$ cat src/hdl/lbp_pkg.sv
`timescale 1ns / 1ps
// shared constants, register codes and types of the 3x3 local binary pattern block
package lbp_pkg;

  localparam int LBP_MAX_WIDTH = 1024;  // default line store depth
  localparam int PIX_W         = 8;
  localparam int FW_W          = 11;    // frame_width register width
  localparam int FH_W          = 16;    // frame_height register width
  localparam int ROW_W         = 17;    // row counter, reaches height + 1
  localparam int CFG_IDX_W     = 2;
  localparam int CFG_DATA_W    = 16;

  localparam logic [FW_W-1:0] FRAME_WIDTH_RST  = 11'd640;
  localparam logic [FH_W-1:0] FRAME_HEIGHT_RST = 16'd480;

  typedef enum logic [CFG_IDX_W-1:0] {
    REG_FRAME_WIDTH  = 2'd0,
    REG_FRAME_HEIGHT = 2'd1
  } cfg_reg_t;

  // neighbor weights, row above / center row / row below, left to right
  localparam logic [PIX_W-1:0] LBP_WEIGHT [3][3] = '{
    '{8'd128, 8'd64, 8'd32},
    '{8'd1,   8'd0,  8'd16},
    '{8'd2,   8'd4,  8'd8}
  };

  // per-item control worked out from the raster position
  typedef struct packed {
    logic produce;    // item yields a code
    logic frame_end;  // code of the frame's last pixel
    logic in_frame;   // item position lies inside the frame
    logic top_ok;     // row above the center is in frame
    logic bot_ok;     // row below the center is in frame
    logic left_ok;    // column left of the center is in frame
    logic right_ok;   // column right of the center is in frame
  } lbp_flags_t;

endpackage

$ cat src/hdl/lbp_window.sv
`timescale 1ns / 1ps
// 3x3 window columns and the eight neighbor compares
module lbp_window import lbp_pkg::*; (
  input  logic             clk,
  input  logic             adv,
  input  logic [PIX_W-1:0] col_two,
  input  logic [PIX_W-1:0] col_above,
  input  logic [PIX_W-1:0] col_new,
  input  lbp_flags_t       flags,
  output logic [PIX_W-1:0] code
);

  logic [PIX_W-1:0] win_l [3];  // column left of the center
  logic [PIX_W-1:0] win_c [3];  // center column
  logic [PIX_W-1:0] nb    [3][3];
  logic [PIX_W-1:0] center;

  always_ff @(posedge clk) begin
    if (adv) begin
      for (int i = 0; i < 3; i++) begin
        win_l[i] <= win_c[i];
      end
      win_c[0] <= col_two;
      win_c[1] <= col_above;
      win_c[2] <= col_new;
    end
  end

  // neighbors: the two window columns plus the incoming column on the right
  always_comb begin
    for (int i = 0; i < 3; i++) begin
      nb[i][0] = win_l[i];
      nb[i][1] = win_c[i];
    end
    nb[0][2] = col_two;
    nb[1][2] = col_above;
    nb[2][2] = col_new;
  end

  assign center = win_c[1];

  always_comb begin
    logic ok;
    code = '0;
    for (int dy = 0; dy < 3; dy++) begin
      for (int dx = 0; dx < 3; dx++) begin
        ok = !(dy == 1 && dx == 1)
          && (dy != 0 || flags.top_ok)  && (dy != 2 || flags.bot_ok)
          && (dx != 0 || flags.left_ok) && (dx != 2 || flags.right_ok);
        if (ok && (nb[dy][dx] <= center)) begin
          code = code | LBP_WEIGHT[dy][dx];
        end
      end
    end
  end

endmodule

$ cat config.mk
export PLATFORM = sky130hd
export DESIGN_NAME = lbp_window
export DESIGN_NICKNAME = d
export VERILOG_FILES = /design/src/hdl/lbp_pkg.sv /design/src/hdl/lbp_window.sv
export SDC_FILE = /design/constraint.sdc
export NUM_CORES = 1
export LEC_CHECK = 0
export BUFFER_PORTS_ARGS = -buffer_cell sky130_fd_sc_hd__buf_2
export CORE_ASPECT_RATIO = 1.25
export CORE_UTILIZATION = 50
export CTS_BUF_LIST = sky130_fd_sc_hd__clkbuf_8
export DETAILED_ROUTE_END_ITERATION = 8
export PLACE_DENSITY_LB_ADDON = 0.1
export REMOVE_ABC_BUFFERS = 1
export SLEW_MARGIN = 10
export SYNTH_ARGS = -nofsm -noshare
export SYNTH_HDL_FRONTEND = slang
export SYNTH_SLANG_ARGS = --single-unit
$ cat constraint.sdc
create_clock -name clk -period 2.22 [get_ports clk]
set_input_delay 0.444 -clock clk [delete_from_list [all_inputs] [get_ports clk]]
set_output_delay 0.444 -clock clk [all_outputs]
set_load 0.005 [all_outputs]
==> results of run 1 <==
final cells by class:
type | instances | area share, %
multi-input cells | 161 | 44.09
well taps | 64 | 2.106
repair buffers | 65 | 11.94
inverters | 17 | 1.843
flip-flops and latches | 48 | 37.91
clock buffers | 5 | 1.810
clock inverters | 3 | 0.2961
through the flow:
stage	util (%)	setup WS [ns]	total power (W)	cells
global placement	59.91	0.04254	0.001543	343
detailed placement	59.91	0.03624	0.001561	343
CTS	67.56	-0.2093	0.002131	363
floorplan	-	0.3337	0.001372	226
global route	69.38	-0.3155	0.002275	363
finish	69.38	-0.2595	0.002157	363
cells by family after synthesis:
logic type / after synthesis / synth area share (%)
adders and majority gates: 64 / 27.75
and+or+nand+nor: 49 / 9.454
AOI/OAI and AO/OA: 48 / 10.62
DFF: 48 / 49.96
buffers and inverters: 17 / 2.212
layout by cell type, fill, tap and decap left out, types with 3 or more instances in the layout:
master / n
edfxtp_1: 48
ha_1: 46
buf_2: 37
ha_4: 18
buf_4: 17
a21oi_1: 15
nand4_1: 14
inv_1: 12
nor2b_1: 9
buf_6: 9
nor2_1: 8
o21ai_0: 6
o211ai_1: 6
inv_2: 5
clkbuf_8: 5
nand2_1: 4
a211oi_1: 4
or3_1: 4
o41ai_2: 3
a211oi_2: 3
or3_4: 3
layer usage:
metal | share of wire (%) | GRT usage, %
met1 | 42 | 22.16
met2 | 52 | 37.41
met3 | 3.0 | 3.588
met4 | 3.0 | 8.909
met5 | 0 | 0
worst min path at each step:
stage                                      start                endpoint  cells past startpoint
after floorplan            win_c[0][0]$_DFFE_PP_   win_l[0][0]$_DFFE_PP_                      0
after global placement    win_c[0][10]$_DFFE_PP_  win_l[0][10]$_DFFE_PP_                      0
after detailed placement  win_c[0][13]$_DFFE_PP_  win_l[0][13]$_DFFE_PP_                      0
final                               col_above[5]  win_c[0][13]$_DFFE_PP_                      1
after CTS                           col_above[5]  win_c[0][13]$_DFFE_PP_                      1
after global routing                  col_two[6]   win_c[0][6]$_DFFE_PP_                      1
registers in the layout (all words and copies together), names as in the netlist:
register and count:
win_c 24, win_l 24
power by group through the flow:
stage	sequential, W	combinational, W	clock [W]
floorplan	0.00112	0.000255	0
finish	0.00112	0.000547	0.000494
CTS	0.00111	0.000519	0.000499
detailed placement	0.00113	0.000433	0
global placement	0.00112	0.000421	0
global route	0.00112	0.000622	0.000531
timing repair:
item	CTS	global route
pin swaps	14	9
hold endpoints to repair	0	0
setup endpoints to repair	8	8
hold buffers	0	0
resized for setup	35	16
cloned	0	0
buffers inserted	12	0
==> results.json, run 1 <==
{
  "path_clk_slew_ns": 0.09,
  "io_buffers": 37,
  "drive_gt1_share_pct": 36.79,
  "crit_arrival_ns": 2.04,
  "r2r_cells": 1,
  "cellPowerDensity_nw_per_um2": 567.2,
  "synth.distinct_cells": 22,
  "tns_ns": -1.486,
  "syn_avg_cell_area_um2": 12.77,
  "fillers": 401,
  "worst_hold_slack_ns": 0.3315,
  "sw_frac_of_total_pct": 27.54,
  "violations": "negative setup slack",
  "fmax_mhz": 403.3,
  "initial_core_util_pct": 52.65,
  "crit_path_max_incr_delay_ns": 0.43,
  "dp.final_hpwl_mm": 4.318,
  "fin_worst_skew_ns": 0.009520,
  "yosysWarnings": 0,
  "fin_nets": 395,
  "core_um2": 5480,
  "routedWlPerCell_um": 16.22,
  "synthCells": 226,
  "antenna_found_initial": 0,
  "fin_crit_ns": 2.479,
  "timing.final.ws_setup_ns": -0.2595,
  "start_kind": "flip-flop",
  "synth_ff_type": "edfxtp_1",
  "relSlewSlack_pct": 70.84,
  "dieArea_um2": 6080,
  "final_area_um2": 3802,
  "crit_slowest_cell": "or4_4",
  "vias": 2082,
  "critPathLaunch": "win_c[0][10]$_DFFE_PP_",
  "status": "finished with violations",
  "ys_seq_area_share_pct": 49.96,
  "syn_to_final_growth_pct": 31.79,
  "globalRouteOverflowTotal": 0,
  "min_period_over_period_pct": 111.7,
  "endpoint": "code[5]",
  "ff2ff_setup_slack_ns": 1.27,
  "place_congestion": 0.8364,
  "firstDrtPassIters": 4,
  "grt_pass1_vias": 2183,
  "synth-edff-count": 48,
  "grt_pass1_wl_mm": 9.397,
  "drt-initial-drc-count": 50,
  "finalSetupViolCount": 8,
  "routed_via_density": 5.736,
  "yosys.area.top_type": "edfxtp_1",
  "placed_cell_area_um2": 3283,
  "ant_nets": 0,
  "p_int_w": 0.001563,
  "rr_startpoint": "win_c[0][8]$_DFFE_PP_",
  "async_flop_share_pct": 0,
  "grt_max_degree": 22,
  "ff_latch_area_um2": 1441,
  "tritoncts": "built",
  "p_leak_nw": 1.575,
  "cp.buffers_inverters": 3,
  "n_antenna_cell": 0,
  "root_buffer": "clkbuf_8",
  "clockBufferDepth": 2,
  "critPathMaxFanout": 3,
  "cts_max_level": 2,
  "crit_family": "simple AND/OR/NAND/NOR gates",
  "multi_input_area_um2": 1677,
  "crit_cells": 7,
  "drv_cap": 0,
  "grtUsageTotal_pct": 20.04,
  "synthTopCellsByArea": "edfxtp_1, ha_1, nand4_1",
  "clock_latency_ns": 0.30,
  "slew_violations": 0,
  "io_pins": 41,
  "synth_most_common_cell": "ha_1",
  "tightest_slew_ns": 0.4374,
  "num_rows": 30,
  "power_frac_seq_pct": 51.7,
  "clock-sinks": 48,
  "synth_commonest_cells": "ha_1, edfxtp_1, inv_1, a21oi_1, nand4_1",
  "netlist.area_leader.share_pct": 49.96,
  "die_y_um": 86.93,
  "ys_seq_elements": 48,
  "hold_viol": 0,
  "path_class": "reg -> out",
  "worst_ep_required_time_ns": 1.78,
  "routed_wl_mm": 5.888,
  "holdCritPathClass": "in -> reg",
  "die_w_um": 69.95,
  "syn_area_um2": 2885,
  "p_comb_share_pct": 25.4,
  "cts_buffers": 5,
  "end_kind": "output port",
  "r2r_end": "win_l[0][8]$_DFFE_PP_",
  "p_sw_w": 0.0005939,
  "crit_path_cell_trace": "clkinvlp_4 -> buf_12 -> ha_4 -> nand4_1 -> or4_4 -> o31ai_2 -> buf_2",
  "clock_power_share_pct": 22.9,
  "peakVddDrop_mv": 0.3266,
  "rsz0062_at_grt": "true",
  "drc_errors": 0
}
(Power assumes the default switching activity.)
==> inputs of run 2 (changes only) <==
CORE_ASPECT_RATIO = not set   (was 1.25)
==> results.json, run 2 (synthesis gave the netlist of run 1 again) <==
{
  "status": "finished with violations",
  "violations": "negative setup slack",
  "path_class": "reg -> out",
  "fin_crit_ns": 2.430,
  "end_kind": "output port",
  "final_area_um2": 3771,
  "core_um2": 5540,
  "fmax_mhz": 411.6,
  "timing.final.ws_setup_ns": -0.2095,
  "fin_worst_skew_ns": 0.002114,
  "initial_core_util_pct": 52.08,
  "grt_pass1_wl_mm": 9.446,
  "holdCritPathClass": "in -> reg",
  "fillers": 424,
  "cellPowerDensity_nw_per_um2": 568.0,
  "grtUsageTotal_pct": 20.59,
  "grt_pass1_vias": 2090,
  "finalSetupViolCount": 8,
  "rsz0062_at_grt": "true",
  "power_frac_seq_pct": 51.8,
  "antenna_found_initial": 0,
  "drv_cap": 0,
  "dieArea_um2": 6079,
  "die_w_um": 77.97,
  "peakVddDrop_mv": 0.2869,
  "finalPower_w": 0.002142,
  "p_comb_share_pct": 25.8,
  "die_y_um": 77.97,
  "syn_to_final_growth_pct": 30.70,
  "worst_ep_required_time_ns": 1.78,
  "clockBufferDepth": 2,
  "p_leak_nw": 1.562,
  "place_congestion": 0.7801,
  "crit_family": "compound AO/OA/AOI/OAI gates",
  "relSlewSlack_pct": 68.22,
  "vias": 2059,
  "root_buffer": "clkbuf_8",
  "sw_frac_of_total_pct": 27.34,
  "final_cell_mix": "ha_1, edfxtp_1, buf_2",
  "dpl_worst_slack_ns": 0.0008378,
  "clock_latency_ns": 0.29,
  "cts_max_level": 2,
  "tritoncts": "built",
  "fin_nets": 394,
  "start_kind": "flip-flop",
  "largestRegisters": "win_c: 24 flops, win_l: 24 flops",
  "critPathMaxFanout": 6,
  "crit_path_cell_trace": "inv_2 -> buf_8 -> ha_1 -> nor2b_1 -> o21bai_1 -> a21oi_1 -> o31ai_2 -> buf_2",
  "firstDrtPassIters": 4,
  "min_period_over_period_pct": 109.4,
  "crit_arrival_ns": 1.99,
  "clock-sinks": 48,
  "crit_path_max_incr_delay_ns": 0.41,
  "placed_cell_area_um2": 3323,
  "slew_violations": 0,
  "p_int_w": 0.001556,
  "path_clk_slew_ns": 0.08,
  "crit_slowest_cell": "edfxtp_1",
  "clock_power_share_pct": 22.3,
  "routed_wl_mm": 5.861,
  "num_rows": 27,
  "grt_max_degree": 31,
  "ant_nets": 0,
  "n_antenna_cell": 0,
  "cts_buffers": 5,
  "io_buffers": 37,
  "routed_via_density": 5.610,
  "finish.utilization_pct": 68.07,
  "globalRouteOverflowTotal": 0,
  "io_pins": 41,
  "cp.buffers_inverters": 3,
  "tightest_slew_ns": 0.4767,
  "drc_errors": 0,
  "drive_gt1_share_pct": 37.63,
  "drt-initial-drc-count": 48,
  "dp.final_hpwl_mm": 4.472,
  "hold_viol": 0,
  "p_sw_w": 0.0005857,
  "routedWlPerCell_um": 15.97
}
==> run 2: changes by cell type in the layout (fill, tap and decap cells not counted), sizes merged <==
cell      before  now
clkinvlp       1    0
buf           65   64
inv           18   17
clkinv         1    0
==> run 2: final cells by class <==
type | count | area (um^2) | share of cell area [%]
Clock buffer | 5 | 68.82 | 1.825
Inverter | 17 | 63.81 | 1.692
Multi-Input combinational cell | 161 | 1678 | 44.49
Sequential cell | 48 | 1441 | 38.22
Tap cell | 72 | 90.09 | 2.389
Timing Repair Buffer | 64 | 429.2 | 11.38
==> run 2: what timing repair did <==
item,in CTS,in global routing
pin swaps,13,16
buffers inserted,5,3
hold buffers,0,0
resized for setup,28,23
gates cloned,0,0
setup endpoints to repair,8,8
==> run 2: final timing paths <==
check / slack, ns / cells after the start / start / to
hold reg to reg: 0.46 / 0 / win_c[0][16]$_DFFE_PP_ / win_l[0][16]$_DFFE_PP_
hold / removal: 0.33 / 1 / col_above[0] / win_c[0][8]$_DFFE_PP_
setup / recovery: -0.21 / 8 / win_c[0][9]$_DFFE_PP_ / code[0]
setup reg to reg: 1.27 / 1 / win_c[0][8]$_DFFE_PP_ / win_l[0][8]$_DFFE_PP_
==> run 2: per-layer routing <==
| layer | vias up | wire length, um | global-route usage [%] | share of wire, % |
|---|---|---|---|---|
| li1 | 1037 | - | - | - |
| met1 | 979 | 2543 | 24.45 | 43 |
| met2 | 37 | 3071 | 37.79 | 52 |
| met3 | 6 | 183 | 3.882 | 3.1 |
| met4 | 0 | 62 | 5.741 | 1.1 |
| met5 | - | 0 | 0 | 0 |
==> run 2: power by group through the flow <==
stage / Sequential, W / Combinational [W] / Clock, W
6_report: 0.00111 / 0.000554 / 0.000479
5_1_grt: 0.00112 / 0.000627 / 0.000520
4_1_cts: 0.00111 / 0.000506 / 0.000489
3_5_place_dp: 0.00113 / 0.000449 / 0
3_3_place_gp: 0.00112 / 0.000428 / 0
2_1_floorplan: 0.00112 / 0.000255 / 0
==> run 2: through the flow <==
step | cells | hold slack (ns) | TNS [ns]
2_1_floorplan | 226 | 0.4264 | 0
3_3_place_gp | 355 | 0.4280 | 0
3_5_place_dp | 355 | 0.4323 | 0
4_1_cts | 365 | 0.3271 | -1.418
5_1_grt | 367 | 0.3244 | -1.955
6_report | 367 | 0.3335 | -1.243
