**src/hdl/lbp_pkg.sv**
```systemverilog
`timescale 1ns / 1ps
// shared constants, register codes and types of the 3x3 local binary pattern block
package lbp_pkg;

  localparam int LBP_MAX_WIDTH = 1024;  // default line store depth
  localparam int PIX_W         = 8;
  localparam int FW_W          = 11;    // frame_width register width
  localparam int FH_W          = 16;    // frame_height register width
  localparam int ROW_W         = 17;    // row counter, reaches height + 1
  localparam int CFG_IDX_W     = 2;
  localparam int CFG_DATA_W    = 16;

  localparam logic [FW_W-1:0] FRAME_WIDTH_RST  = 11'd640;
  localparam logic [FH_W-1:0] FRAME_HEIGHT_RST = 16'd480;

  typedef enum logic [CFG_IDX_W-1:0] {
    REG_FRAME_WIDTH  = 2'd0,
    REG_FRAME_HEIGHT = 2'd1
  } cfg_reg_t;

  // neighbor weights, row above / center row / row below, left to right
  localparam logic [PIX_W-1:0] LBP_WEIGHT [3][3] = '{
    '{8'd128, 8'd64, 8'd32},
    '{8'd1,   8'd0,  8'd16},
    '{8'd2,   8'd4,  8'd8}
  };

  // per-item control worked out from the raster position
  typedef struct packed {
    logic produce;    // item yields a code
    logic frame_end;  // code of the frame's last pixel
    logic in_frame;   // item position lies inside the frame
    logic top_ok;     // row above the center is in frame
    logic bot_ok;     // row below the center is in frame
    logic left_ok;    // column left of the center is in frame
    logic right_ok;   // column right of the center is in frame
  } lbp_flags_t;

endpackage

```
**src/hdl/lbp_pos.sv**
```systemverilog
`timescale 1ns / 1ps
// raster position counters and per-item border and output control
module lbp_pos import lbp_pkg::*; #(
  parameter int MAX_WIDTH = LBP_MAX_WIDTH
) (
  input  logic                         clk,
  input  logic                         rst,
  input  logic                         clear,
  input  logic                         accept,
  input  logic [$clog2(MAX_WIDTH)-1:0] w_last,
  input  logic [FH_W-1:0]              h_eff,
  output logic [$clog2(MAX_WIDTH)-1:0] col,
  output lbp_flags_t                   flags
);

  localparam int CW = $clog2(MAX_WIDTH);

  logic [CW-1:0]    col_count, col_count_next;
  logic [ROW_W-1:0] row_count, row_count_next;
  logic [ROW_W-1:0] h_ext, h_m1, cr;
  logic [CW-1:0]    cc;
  logic             have;

  assign h_ext = ROW_W'(h_eff);
  assign h_m1  = h_ext - ROW_W'(1);
  assign col   = col_count;

  always_comb begin
    // the center of this item's code is one row and one pixel back
    if (col_count == '0) begin
      have = row_count >= ROW_W'(2);
      cr   = row_count - ROW_W'(2);
      cc   = w_last;
    end else begin
      have = row_count != '0;
      cr   = row_count - ROW_W'(1);
      cc   = col_count - CW'(1);
    end
    flags.produce   = have && (cr < h_ext);
    flags.frame_end = flags.produce && (cr == h_m1) && (cc == w_last);
    flags.in_frame  = row_count < h_ext;
    flags.top_ok    = cr != '0;
    flags.bot_ok    = cr != h_m1;
    flags.left_ok   = cc != '0;
    flags.right_ok  = cc != w_last;

    if (flags.frame_end) begin
      col_count_next = '0;
      row_count_next = '0;
    end else if (col_count == w_last) begin
      col_count_next = '0;
      row_count_next = row_count + ROW_W'(1);
    end else begin
      col_count_next = col_count + CW'(1);
      row_count_next = row_count;
    end
  end

  always_ff @(posedge clk) begin
    if (rst || clear) begin
      col_count <= '0;
      row_count <= '0;
    end else if (accept) begin
      col_count <= col_count_next;
      row_count <= row_count_next;
    end
  end

  a_col_in_row: assert property (@(posedge clk) disable iff (rst)
    col_count <= w_last)
    else $error("column counter beyond the row");

  a_row_bounded: assert property (@(posedge clk) disable iff (rst)
    row_count <= h_ext + ROW_W'(1))
    else $error("row counter beyond the drain rows");

endmodule

```
**config.mk**
```make
export PLATFORM = sky130hd
export DESIGN_NAME = lbp_pos
export DESIGN_NICKNAME = d
export VERILOG_FILES = /design/src/hdl/lbp_pkg.sv /design/src/hdl/lbp_pos.sv
export SDC_FILE = /design/constraint.sdc
export NUM_CORES = 1
export LEC_CHECK = 0
export ABC_CLOCK_PERIOD_IN_PS = 6550
export BUFFER_PORTS_ARGS = -buffer_cell sky130_fd_sc_hd__clkbuf_2
export CAP_MARGIN = 5
export CORE_MARGIN = 1
export CORE_UTILIZATION = 50
export DETAILED_ROUTE_END_ITERATION = 12
export GPL_ROUTABILITY_DRIVEN = 0
export GPL_TIMING_DRIVEN = 0
export PLACE_DENSITY = 0.85
export SYNTH_ARGS = -nofsm -noshare
export SYNTH_HDL_FRONTEND = slang
export SYNTH_SLANG_ARGS = --single-unit
```
**constraint.sdc**
```tcl
create_clock -name clk -period 6.55 [get_ports clk]
set_input_delay 1.965 -clock clk [delete_from_list [all_inputs] [get_ports clk]]
set_output_delay 1.965 -clock clk [all_outputs]
set_load 0.1 [all_outputs]
```
==> summary.md, run 1 <==
| Metric | Value |
|---|---|
| Reg area | 554.3 um^2 |
| Drt drc | 0 |
| Failing checks | negative setup slack |
| Final Skew | 0.002179 ns |
| Critical path class | in -> out |
| Post-synthesis sequential element count | 27 |
| Avg Cell Area, Syn | a little under 8 um^2 |
| Dominant synthesized flop cell | dfxtp_1 |
| Hold bufs inserted after CTS | 0 |
| Status | finished, violations left |
| # H-tree levels | 1 |
| CTS max path bufs | 2 |
| CTS tree | built |
| ANT nets after route | 0 |
| Initial Utilization | 52.65% |
| CTS sink cnt | 27 |
| Remaining Overflow, GRT | 0 |
| Critical path, cell by cell | buf_8 -> inv_4 -> ha_4 -> or4b_4 -> nor4_4 -> xnor2_2 -> mux2i_1 -> nand4_1 -> a2111oi_4 -> nand4_4 -> clkinvlp_4 -> clkbuf_16 |
| Post-synthesis sequential area ratio | 13.08% |
| Routed wl met2 | 5.363 mm |
| Syn Nets | 606 |
| Number of fill cells | 651 |
| Worst EP required | around 4.6 ns |
| # rows | 32 |
| Post-Layout Cell Count | 699 |
| Worst path max stage delay | 0.52 ns |
| Synth Cell Area | 0.004131 mm^2 |
| F_max | between 150 and 200 MHz |
| Power Density | between 80 and 90 mW/mm^2 |
| Post-route minimum period | 6.583 ns |
| ANT cells | 0 |
| Yosys top cell area share | 13.08% |
| Total power draw | roughly 0.4 mW |
| Unrepaired setup endpoints after global routing | yes |
| Placement Setup Slack | -0.7668 ns |
| Area of the multi-input gates | 0.003412 mm^2 |
| Slew Viols, Final | 0 |
| Worst Tran Pin Value | 1.052 ns |
| Max cap viols | 0 |
| Initial antenna violation count | 0 |
| PnR worst setup slack | -0.03311 ns |
| DR WL met3 | 663 um |
| Netlist cell types | 63 |
| Highest Signal Layer | met4 |
| Maximum vdd drop | roughly 0.08 mV |
| Clock-pin slew on the worst setup and hold paths | 0.10 ns |
| Layout cells sized above 1 | between 20% and 30% |
| First-pass GRT wire length | between 15 and 20 mm |
| Largest net degree at the start of global routing | 16 |
| Final Cycle Share | 100.5% |
| DR vias/cell | 6.127 |
| Crit end category | output port |
| Total CTS buffers | 3 |
| Final setup viols | 2 |
| GRT Util Overall | around a quarter |
| Vias in the first global route | ~4000 |
| Wire per inst | 16.66 um |
| CTS Root Cell | clkbuf_8 |
| Rel. slew slack | 29.20% |
| Die H | 92.90 um |
| Hold_ws | 0.6032 ns |
| YS warnings | 0 |
| Crit path max-delay cell type | or4b_4 |
| Die W | 92.90 um |
| Vias | 4283 |
| Area Growth Syn to Fin | 17.44% |
| Top post-synthesis cells by count | 45 x inv_1, 39 x ha_1, 38 x xnor2_1, 35 x nand2_1, 29 x o211ai_1 |
| CP Launch Type | input pin |
| Post-DP HPWL | 9.271 mm |
| Worst Path Buf+Inv | 4 |
| Hold Vio Cnt, Final | 0 |
| Initial drt markers | 384 |
| EDFF count, synth | 0 |
| Cell leakage power | 1.973 nW |
| Hold Crit Class | reg -> reg |
| Asr flop ratio synth | 0% |
| Placed Cells | 684 |
| Most numerous cell in the Yosys netlist | inv_1 |
| Core area | 0.007848 mm^2 |
| Top post-synthesis cells by area | dfxtp_1 13%, ha_1 12%, xnor2_1 8.1% |
| M1 WL | 5.401 mm |
| WP data arrival | 4.62 ns |
| Delay-heaviest family, CP | simple AND/OR/NAND/NOR gates |
| Critical path peak fanout | 6 |
| Total routed wirelength | around 12 mm |
| First-pass DRT Iterations | 5 |
| PortBufs | 45 |
| DIE AREA | 0.008630 mm^2 |
| Post-synth top area cell | dfxtp_1 |
| I/O pins | 47 |
| Layout Nets | 667 |
| Clk_lat worst skew | between 0.2 and 0.3 ns |
| Post-synthesis instance total | 537 |
==> layout by cell type (no fill, tap or decap), drive strengths merged, types with 3 or more instances in the layout <==
cell type	instances
nor2	27
xnor3	4
nand3	21
o2111ai	3
xnor2	38
nand3b	3
ha	39
mux2i	17
o211ai	29
nor3	28
o31ai	5
and3	9
or3	6
a21o	8
nand2b	4
nand4	13
a211oi	4
nand2	35
or2	4
dfxtp	27
clkinv	3
a21oi	32
a31oi	9
a2111oi	7
clkbuf	68
o21a	5
xor2	20
buf	22
o21ai	14
or4	7
inv	43
nor4	17
==> worst reg2reg max path, delay by kind of cell, from the launching register on <==
family,cells,cell delay [ns]
flip-flops,1,0.36
buffers and inverters,4,0.63
XOR/XNOR,1,0.23
AND/OR/NAND/NOR,7,1.43
adder cells (fa/ha/maj),2,0.45
AO/OA/AOI/OAI,5,1.63
==> sequential cells by signal, summed over array words and instances (netlist names) <==
register,flops
row_count,17
col,10
==> metrics by stage <==
step	area [um^2]	utilization, %	TNS [ns]
after detailed placement	4581	58.37	-1.008
after CTS	4781	60.92	-0.02170
after global routing	4852	61.83	-0.2093
after global placement	4581	58.37	-0.8649
after floorplan	4228	-	-0.4601
final	4852	61.83	-0.03691
==> kinds of logic (layout without fill, tap and decap cells) <==
| logic type | count (synthesis) | after routing | synth area share (%) |
|---|---|---|---|
| simple gates | 186 | 186 | 25.95 |
| compound gates | 128 | 128 | 22.44 |
| buf+inv | 77 | 137 | 7.541 |
| xor+xnor | 63 | 63 | 15.05 |
| fa+ha+maj | 39 | 39 | 11.81 |
| flops | 27 | 27 | 13.08 |
| mux | 17 | 17 | 4.119 |
==> cell type report <==
| cell class | count | area share [%] |
|---|---|---|
| multi-input cells | 433 | 70.32 |
| well taps | 102 | 2.630 |
| repair buffers | 58 | 7.839 |
| flip-flops and latches | 27 | 11.42 |
| plain buffers | 29 | 2.888 |
| inverters | 46 | 3.945 |
| clock buffers | 3 | 0.8510 |
| clock inverters | 1 | 0.1031 |
==> what timing repair did <==
item                                    in CTS  in global routing
endpoints found under the setup margin       2                  3
buffers inserted                             5                  8
pin swaps                                    7                  7
gates resized for setup                     23                 14
==> report_power, final <==
group / total [mW] / switching (mW) / internal (mW)
clock network: 0.0997 / 0.0569 / 0.0428
logic: 0.141 / 0.0844 / 0.0571
registers: 0.164 / 0.000391 / 0.164
total: 0.406 / 0.142 / 0.264
==> per-layer routing <==
metal / GRT usage, % / vias up
met4: 7.051 / 0
li1: - / 2102
met2: 44.06 / 174
met3: 2.217 / 24
met5: 0 / -
met1: 36.58 / 1983
==> path summary, 6_finish.rpt <==
check / from / to / slack, ns / cells past startpoint
setup / recovery: h_eff[1] / flags[5] / -0.03 / 12
hold / removal: row_count[13] / row_count[13] / 0.60 / 2
setup reg to reg: col[1] / col[9] / 1.70 / 19
hold reg to reg: row_count[13] / row_count[13] / 0.60 / 2
No activity file was read; power rests on OpenSTA's default activity.
==> inputs of run 2 (changes only) <==
Settings changed: ABC_AREA set to 1, PLACE_DENSITY 0.85 to 0.84.
==> summary.md, run 2 <==
| Metric | Value |
|---|---|
| Status | completed |
| Rel. slew slack | about three fifths |
| Critical path, cell by cell | clkbuf_2 -> inv_1 -> ha_1 -> inv_1 -> nor2_1 -> nand2_1 -> xor2_1 -> inv_1 -> nand2_1 -> nand2_1 -> nor2_1 -> nand2_1 -> nor2_2 -> nand3_4 -> inv_1 -> buf_2 |
| Asr flop ratio synth | 0% |
| Worst EP required | between 4 and 5 ns |
| Reg area | 540.5 um^2 |
| CTS tree | built |
| Final TNS setup | 0 ns |
| Most frequent cells in the layout | 276 x nand2_1, 128 x nor2_1, 112 x inv_1 |
| Final Cycle Share | 96.42% |
| Setup bufs post-CTS | 0 |
| Most flops, register | row_count |
| CTS max path bufs | 2 |
| Maximum vdd drop | roughly 0.066 mV |
| Synth Cell Area | 0.004476 mm^2 |
| Number of fill cells | approximately 900 |
| Die W | 96.61 um |
| Drt drc | 0 |
| Yosys top cell area share | 23.15% |
| Total routed wirelength | 12.06 mm |
| Comb pwr share | 31.3% |
| Critical Path Start | h_eff[1] |
| Sw frac | 35.79% |
| Post-route minimum period | about 6.3 ns |
| Worst Path Buf+Inv | 6 |
| Max reg flops | 17 |
| Avg Cell Area, Syn | 5.445 um^2 |
| Clock Power Share | 25.9% |
| Hold Vio Cnt, Final | 0 |
| Crit path max-delay cell type | buf_2 |
| Final setup viols | 0 |
| YS warnings | 0 |
| DIE AREA | 0.009333 mm^2 |
| Commonest non-fill, non-tap cell in the layout | nand2_1 |
| Syn Nets | between 800 and 900 |
| Post-synthesis sequential area ratio | between 10% and 20% |
| Critical path peak fanout | 5 |
| Remaining Overflow, GRT | 0 |
| Crit end category | output port |
| ANT nets after route | 0 |
| Slew Viols, Final | 0 |
| Hold bufs inserted after CTS | 0 |
| First-pass GRT wire length | 20.83 mm |
| Core area | 0.008678 mm^2 |
| Largest net degree at the start of global routing | 16 |
| Die H | 96.61 um |
| Max cap viols | 0 |
| Critical R2R Launch | row_count[1] |
| CTS sink cnt | 27 |
| HP Start | col[0] |
| Initial antenna violation count | 0 |
| Post-DP HPWL | 10.02 mm |
| Cell leakage power | 2.735 nW |
| Vias in the first global route | about 4600 |
| Post-synth top area cell | nand2_1 |
| Layout cells sized above 1 | between 9 and 10% |
| PortBufs | 45 |
| Area Growth Syn to Fin | 9.086% |
| Initial drt markers | just over 400 |
| Post-CTS sizing | 0 |
| Layout Nets | ~940 |
| # H-tree levels | 1 |
| Most numerous cell in the Yosys netlist | nand2_1 |
| Area of the multi-input gates | 0.003408 mm^2 |
| Netlist cell types | 38 |
| # rows | 34 |
| Top post-synthesis cells by area | nand2_1 23%, dfxtp_1 12%, ha_1 11% |
| Critical path class | in -> out |
| Wire per inst | 12.31 um |
| Clock-pin slew on the worst setup and hold paths | 0.10 ns |
| Total net switching power | 0.1381 mW |
| First-pass DRT Iterations | 5 |
| Power Density | 79.02 mW/mm^2 |
| Dominant synthesized flop cell | dfxtp_1 |
| Post-synthesis sequential element count | 27 |
| CP Launch Type | input pin |
| Sequential cell fraction of total power | 42.8% |
| Unrepaired setup endpoints after global routing | no |
| Vias | approximately 5200 |
| Top post-synthesis cells by count | 276 x nand2_1, 128 x nor2_1, 112 x inv_1, 64 x nand3_1, 39 x ha_1 |
| Hold Crit Class | reg -> reg |
| GRT Util Overall | between 20% and 30% |
| ANT cells | 0 |
| EDFF count, synth | 0 |
| Total CTS buffers | 3 |
| Worst path max stage delay | 0.42 ns |
| Delay-heaviest family, CP | simple AND/OR/NAND/NOR gates |
| F_max | 158.3 MHz |
| Initial Utilization | 51.57% |
| I/O pins | 47 |
| Worst Tran Pin Value | 0.5835 ns |
| Final Skew | between 0.01 and 0.015 ns |
| Finished Core Util | a little under three fifths |
| WP data arrival | approximately 4.4 ns |
| Clk_lat worst skew | 0.29 ns |
| Post-synthesis instance total | around 800 |
| Internal power | 0.2477 mW |
| CTS Root Cell | clkbuf_8 |
| DR vias/cell | about 5.3 |
run 2: worst paths after layout:
path                   end  slack (ns)  depth (start not counted)
min                 col[0]        0.57                          2
min reg2reg         col[0]        0.57                          2
max               flags[5]        0.23                         16
max reg2reg  row_count[10]        2.68                         28
run 2: worst reg2reg max path, delay by kind of cell (launching register included):
kind	cells	cell delay, ns
simple gates	18	1.77
flops	1	0.40
fa+ha+maj	2	0.56
buf+inv	6	0.76
compound gates	2	0.28
run 2: final cells by class:
class	instances	area share (%)
multi-input cells	665	69.81
flip-flops and latches	27	11.07
inverters	115	8.842
repair buffers	45	4.613
well taps	108	2.768
plain buffers	15	1.948
clock buffers	3	0.8457
clock inverters	1	0.1025
run 2: kinds of logic after synthesis:
logic type / count (synthesis) / synth area share, %
xor+xnor: 32 / 6.262
flops: 27 / 12.08
compound gates: 49 / 6.151
buf+inv: 130 / 11.77
simple gates: 545 / 52.84
fa+ha+maj: 39 / 10.90
run 2: power groups by stage:
stage / sequential [mW] / clock [mW] / combinational, mW
floorplan: 0.171 / 0 / 0.0827
global placement: 0.169 / 0 / 0.118
detailed placement: 0.169 / 0 / 0.119
finish: 0.165 / 0.100 / 0.121
CTS: 0.165 / 0.101 / 0.120
global route: 0.165 / 0.108 / 0.136
run 2: per-stage QoR:
step / hold slack [ns] / area, um^2 / total power, mW / cells / worst slack, ns
final: 0.5696 / 4882 / 0.3858 / 979 / 0.2347
after global routing: 0.6108 / 4882 / 0.4098 / 979 / 0.03226
after CTS: 0.5698 / 4882 / 0.3863 / 979 / 0.2281
after detailed placement: 0.5549 / 4836 / 0.2882 / 975 / 0.2439
after global placement: 0.5357 / 4836 / 0.2865 / 975 / 0.2970
after floorplan: 0.5468 / 4476 / 0.2542 / 822 / 0.08702
run 2: routing by layer:
metal	global-route usage (%)	wire, um	vias to the layer above
li1	-	-	2702
met1	36.67	5736	2272
met2	43.01	5211	187
met3	2.962	776	27
met4	8.611	332	0
met5	0	0	-
==> inputs of run 3 (changes only) <==
Settings changed: CELL_PAD_IN_SITES_DETAIL_PLACEMENT set to 0, CELL_PAD_IN_SITES_GLOBAL_PLACEMENT set to 2, CORE_UTILIZATION 50 to 28, PLACE_DENSITY 0.84 to 0.9.
==> summary.md, run 3 (synthesis gave the netlist of run 2 again) <==
| Metric | Value |
|---|---|
| CTS Root Cell | clkbuf_16 |
| Die H | 128.4 um |
| Critical path peak fanout | 5 |
| Post-DP HPWL | 12.16 mm |
| ANT cells | 0 |
| First-pass GRT wire length | 23.50 mm |
| # H-tree levels | 1 |
| Remaining Overflow, GRT | 0 |
| DIE AREA | 0.01649 mm^2 |
| DR vias/cell | 4.603 |
| Hold Crit Class | reg -> reg |
| Drt drc | 0 |
| GRT Util Overall | a little under a fifth |
| Area Growth Syn to Fin | 12.80% |
| WP data arrival | between 4 and 5 ns |
| Power Density | 86.85 mW/mm^2 |
| # rows | between 40 and 50 |
| Rel. slew slack | 56.34% |
| First-pass DRT Iterations | 4 |
| Clock-pin slew on the worst setup and hold paths | 0.07 ns |
| Placement Setup Slack | 0.1691 ns |
| Largest net degree at the start of global routing | 15 |
| Max cap viols | 0 |
| PnR worst setup slack | 0.3266 ns |
| Clk_lat worst skew | 0.28 ns |
| Most frequent cells in the layout | 276 x nand2_1, 127 x nor2_1, 112 x inv_1 |
| Crit end category | output port |
| Worst Tran Pin Value | 0.6490 ns |
| Worst EP required | 4.59 ns |
| Layout Nets | 941 |
| Post-route cell area | 0.005049 mm^2 |
| F_max | between 150 and 200 MHz |
| Max reg flops | 17 |
| Total CTS buffers | 3 |
| Critical path class | in -> out |
| Finished Core Util | approximately a third |
| Layout cells sized above 1 | 9.874% |
| Number of fill cells | 1854 |
| Hold Vio Cnt, Final | 0 |
| CTS tree | built |
| Initial Utilization | 29.01% |
| Total routed wirelength | 14.40 mm |
| CP Launch Type | input pin |
| CTS max path bufs | 2 |
| CTS sink cnt | 27 |
| Vias in the first global route | approximately 4700 |
| Area after DPL | 0.004965 mm^2 |
| Unrepaired setup endpoints after global routing | no |
| Wire per inst | 13.30 um |
| Cell leakage power | approximately 2.7 nW |
| Vias | 4980 |
| Setup bufs post-CTS | 0 |
| Core area | 0.01543 mm^2 |
| Most flops, register | row_count |
| Post-route minimum period | 6.223 ns |
| Initial antenna violation count | 0 |
| Maximum vdd drop | between 0.07 and 0.08 mV |
| Slew Viols, Final | 0 |
| PortBufs | 45 |
| Die W | 128.4 um |
| Initial drt markers | 281 |
| Final Cycle Share | 95.01% |
| Final Skew | 0.007478 ns |
| Final setup viols | 0 |
| Final TNS setup | 0 ns |
| I/O pins | 47 |
| Status | completed |
| ANT nets after route | 0 |
| Commonest non-fill, non-tap cell in the layout | nand2_1 |
run 3: changes by cell type in the layout (fill, tap and decap cells not counted):
cell / delta
buf_2: -1
clkbuf_1: +1
clkbuf_16: +3
clkbuf_4: +1
clkbuf_8: -3
clkinv_2: -1
nor2_1: -1
nor2_2: +1
run 3: path summary, 6_finish.rpt:
| path | from | end | slack (ns) | cells after the start |
|---|---|---|---|---|
| setup / recovery | h_eff[1] | flags[5] | 0.33 | 16 |
| hold reg to reg | col[0] | col[0] | 0.56 | 2 |
| setup reg to reg | row_count[1] | row_count[14] | 2.61 | 28 |
| hold / removal | col[0] | col[0] | 0.56 | 2 |
run 3: repair_timing:
item / 4_1_cts / 5_1_grt
endpoints found under the setup margin: 0 / 1
hold buffers: 0 / 0
gates resized for setup: 0 / 3
run 3: per-stage QoR:
| step | total power, mW | instances | hold WS, ns |
|---|---|---|---|
| after global placement | 0.2933 | 1078 | 0.5434 |
| final | 0.4385 | 1082 | 0.5608 |
| after detailed placement | 0.2927 | 1078 | 0.5475 |
| after global routing | 0.4667 | 1082 | 0.6170 |
| after floorplan | 0.2542 | 822 | 0.5468 |
| after CTS | 0.4445 | 1082 | 0.5619 |
run 3: critical path, stage by stage:
cell,delay (ns)
clkbuf_2,0.08
inv_1,0.14
ha_1,0.33
inv_1,0.09
nor2_1,0.21
nand2_1,0.11
xor2_1,0.22
inv_1,0.06
nand2_1,0.07
nand2_1,0.05
nor2_1,0.08
nand2_1,0.06
nor2_2,0.19
nand3_4,0.17
inv_1,0.09
clkbuf_4,0.33
run 3: final cells by class:
| type | instances | area [um^2] | share of cell area (%) |
|---|---|---|---|
| multi-input cells | 665 | 3411 | 67.56 |
| flip-flops and latches | 27 | 540.5 | 10.71 |
| inverters | 115 | 431.7 | 8.550 |
| well taps | 211 | 264.0 | 5.229 |
| repair buffers | 45 | 227.7 | 4.511 |
| plain buffers | 15 | 95.09 | 1.884 |
| clock buffers | 4 | 78.83 | 1.561 |
run 3: routing by layer:
layer | wire length, um | GRT usage, % | vias to the layer above
li1 | - | - | 2707
met3 | 315 | 1.414 | 8
met2 | 6272 | 29.51 | 77
met5 | 0 | 0 | -
met4 | 161 | 3.945 | 0
met1 | 7647 | 26.06 | 2188
run 3: where the power goes:
part / leakage [nW] / total [mW] / internal, mW / switching, mW
clock: 0.0382 / 0.150 / 0.0838 / 0.0657
sequential: 0.218 / 0.165 / 0.164 / 0.000701
combinational: 2.49 / 0.124 / 0.0405 / 0.0834
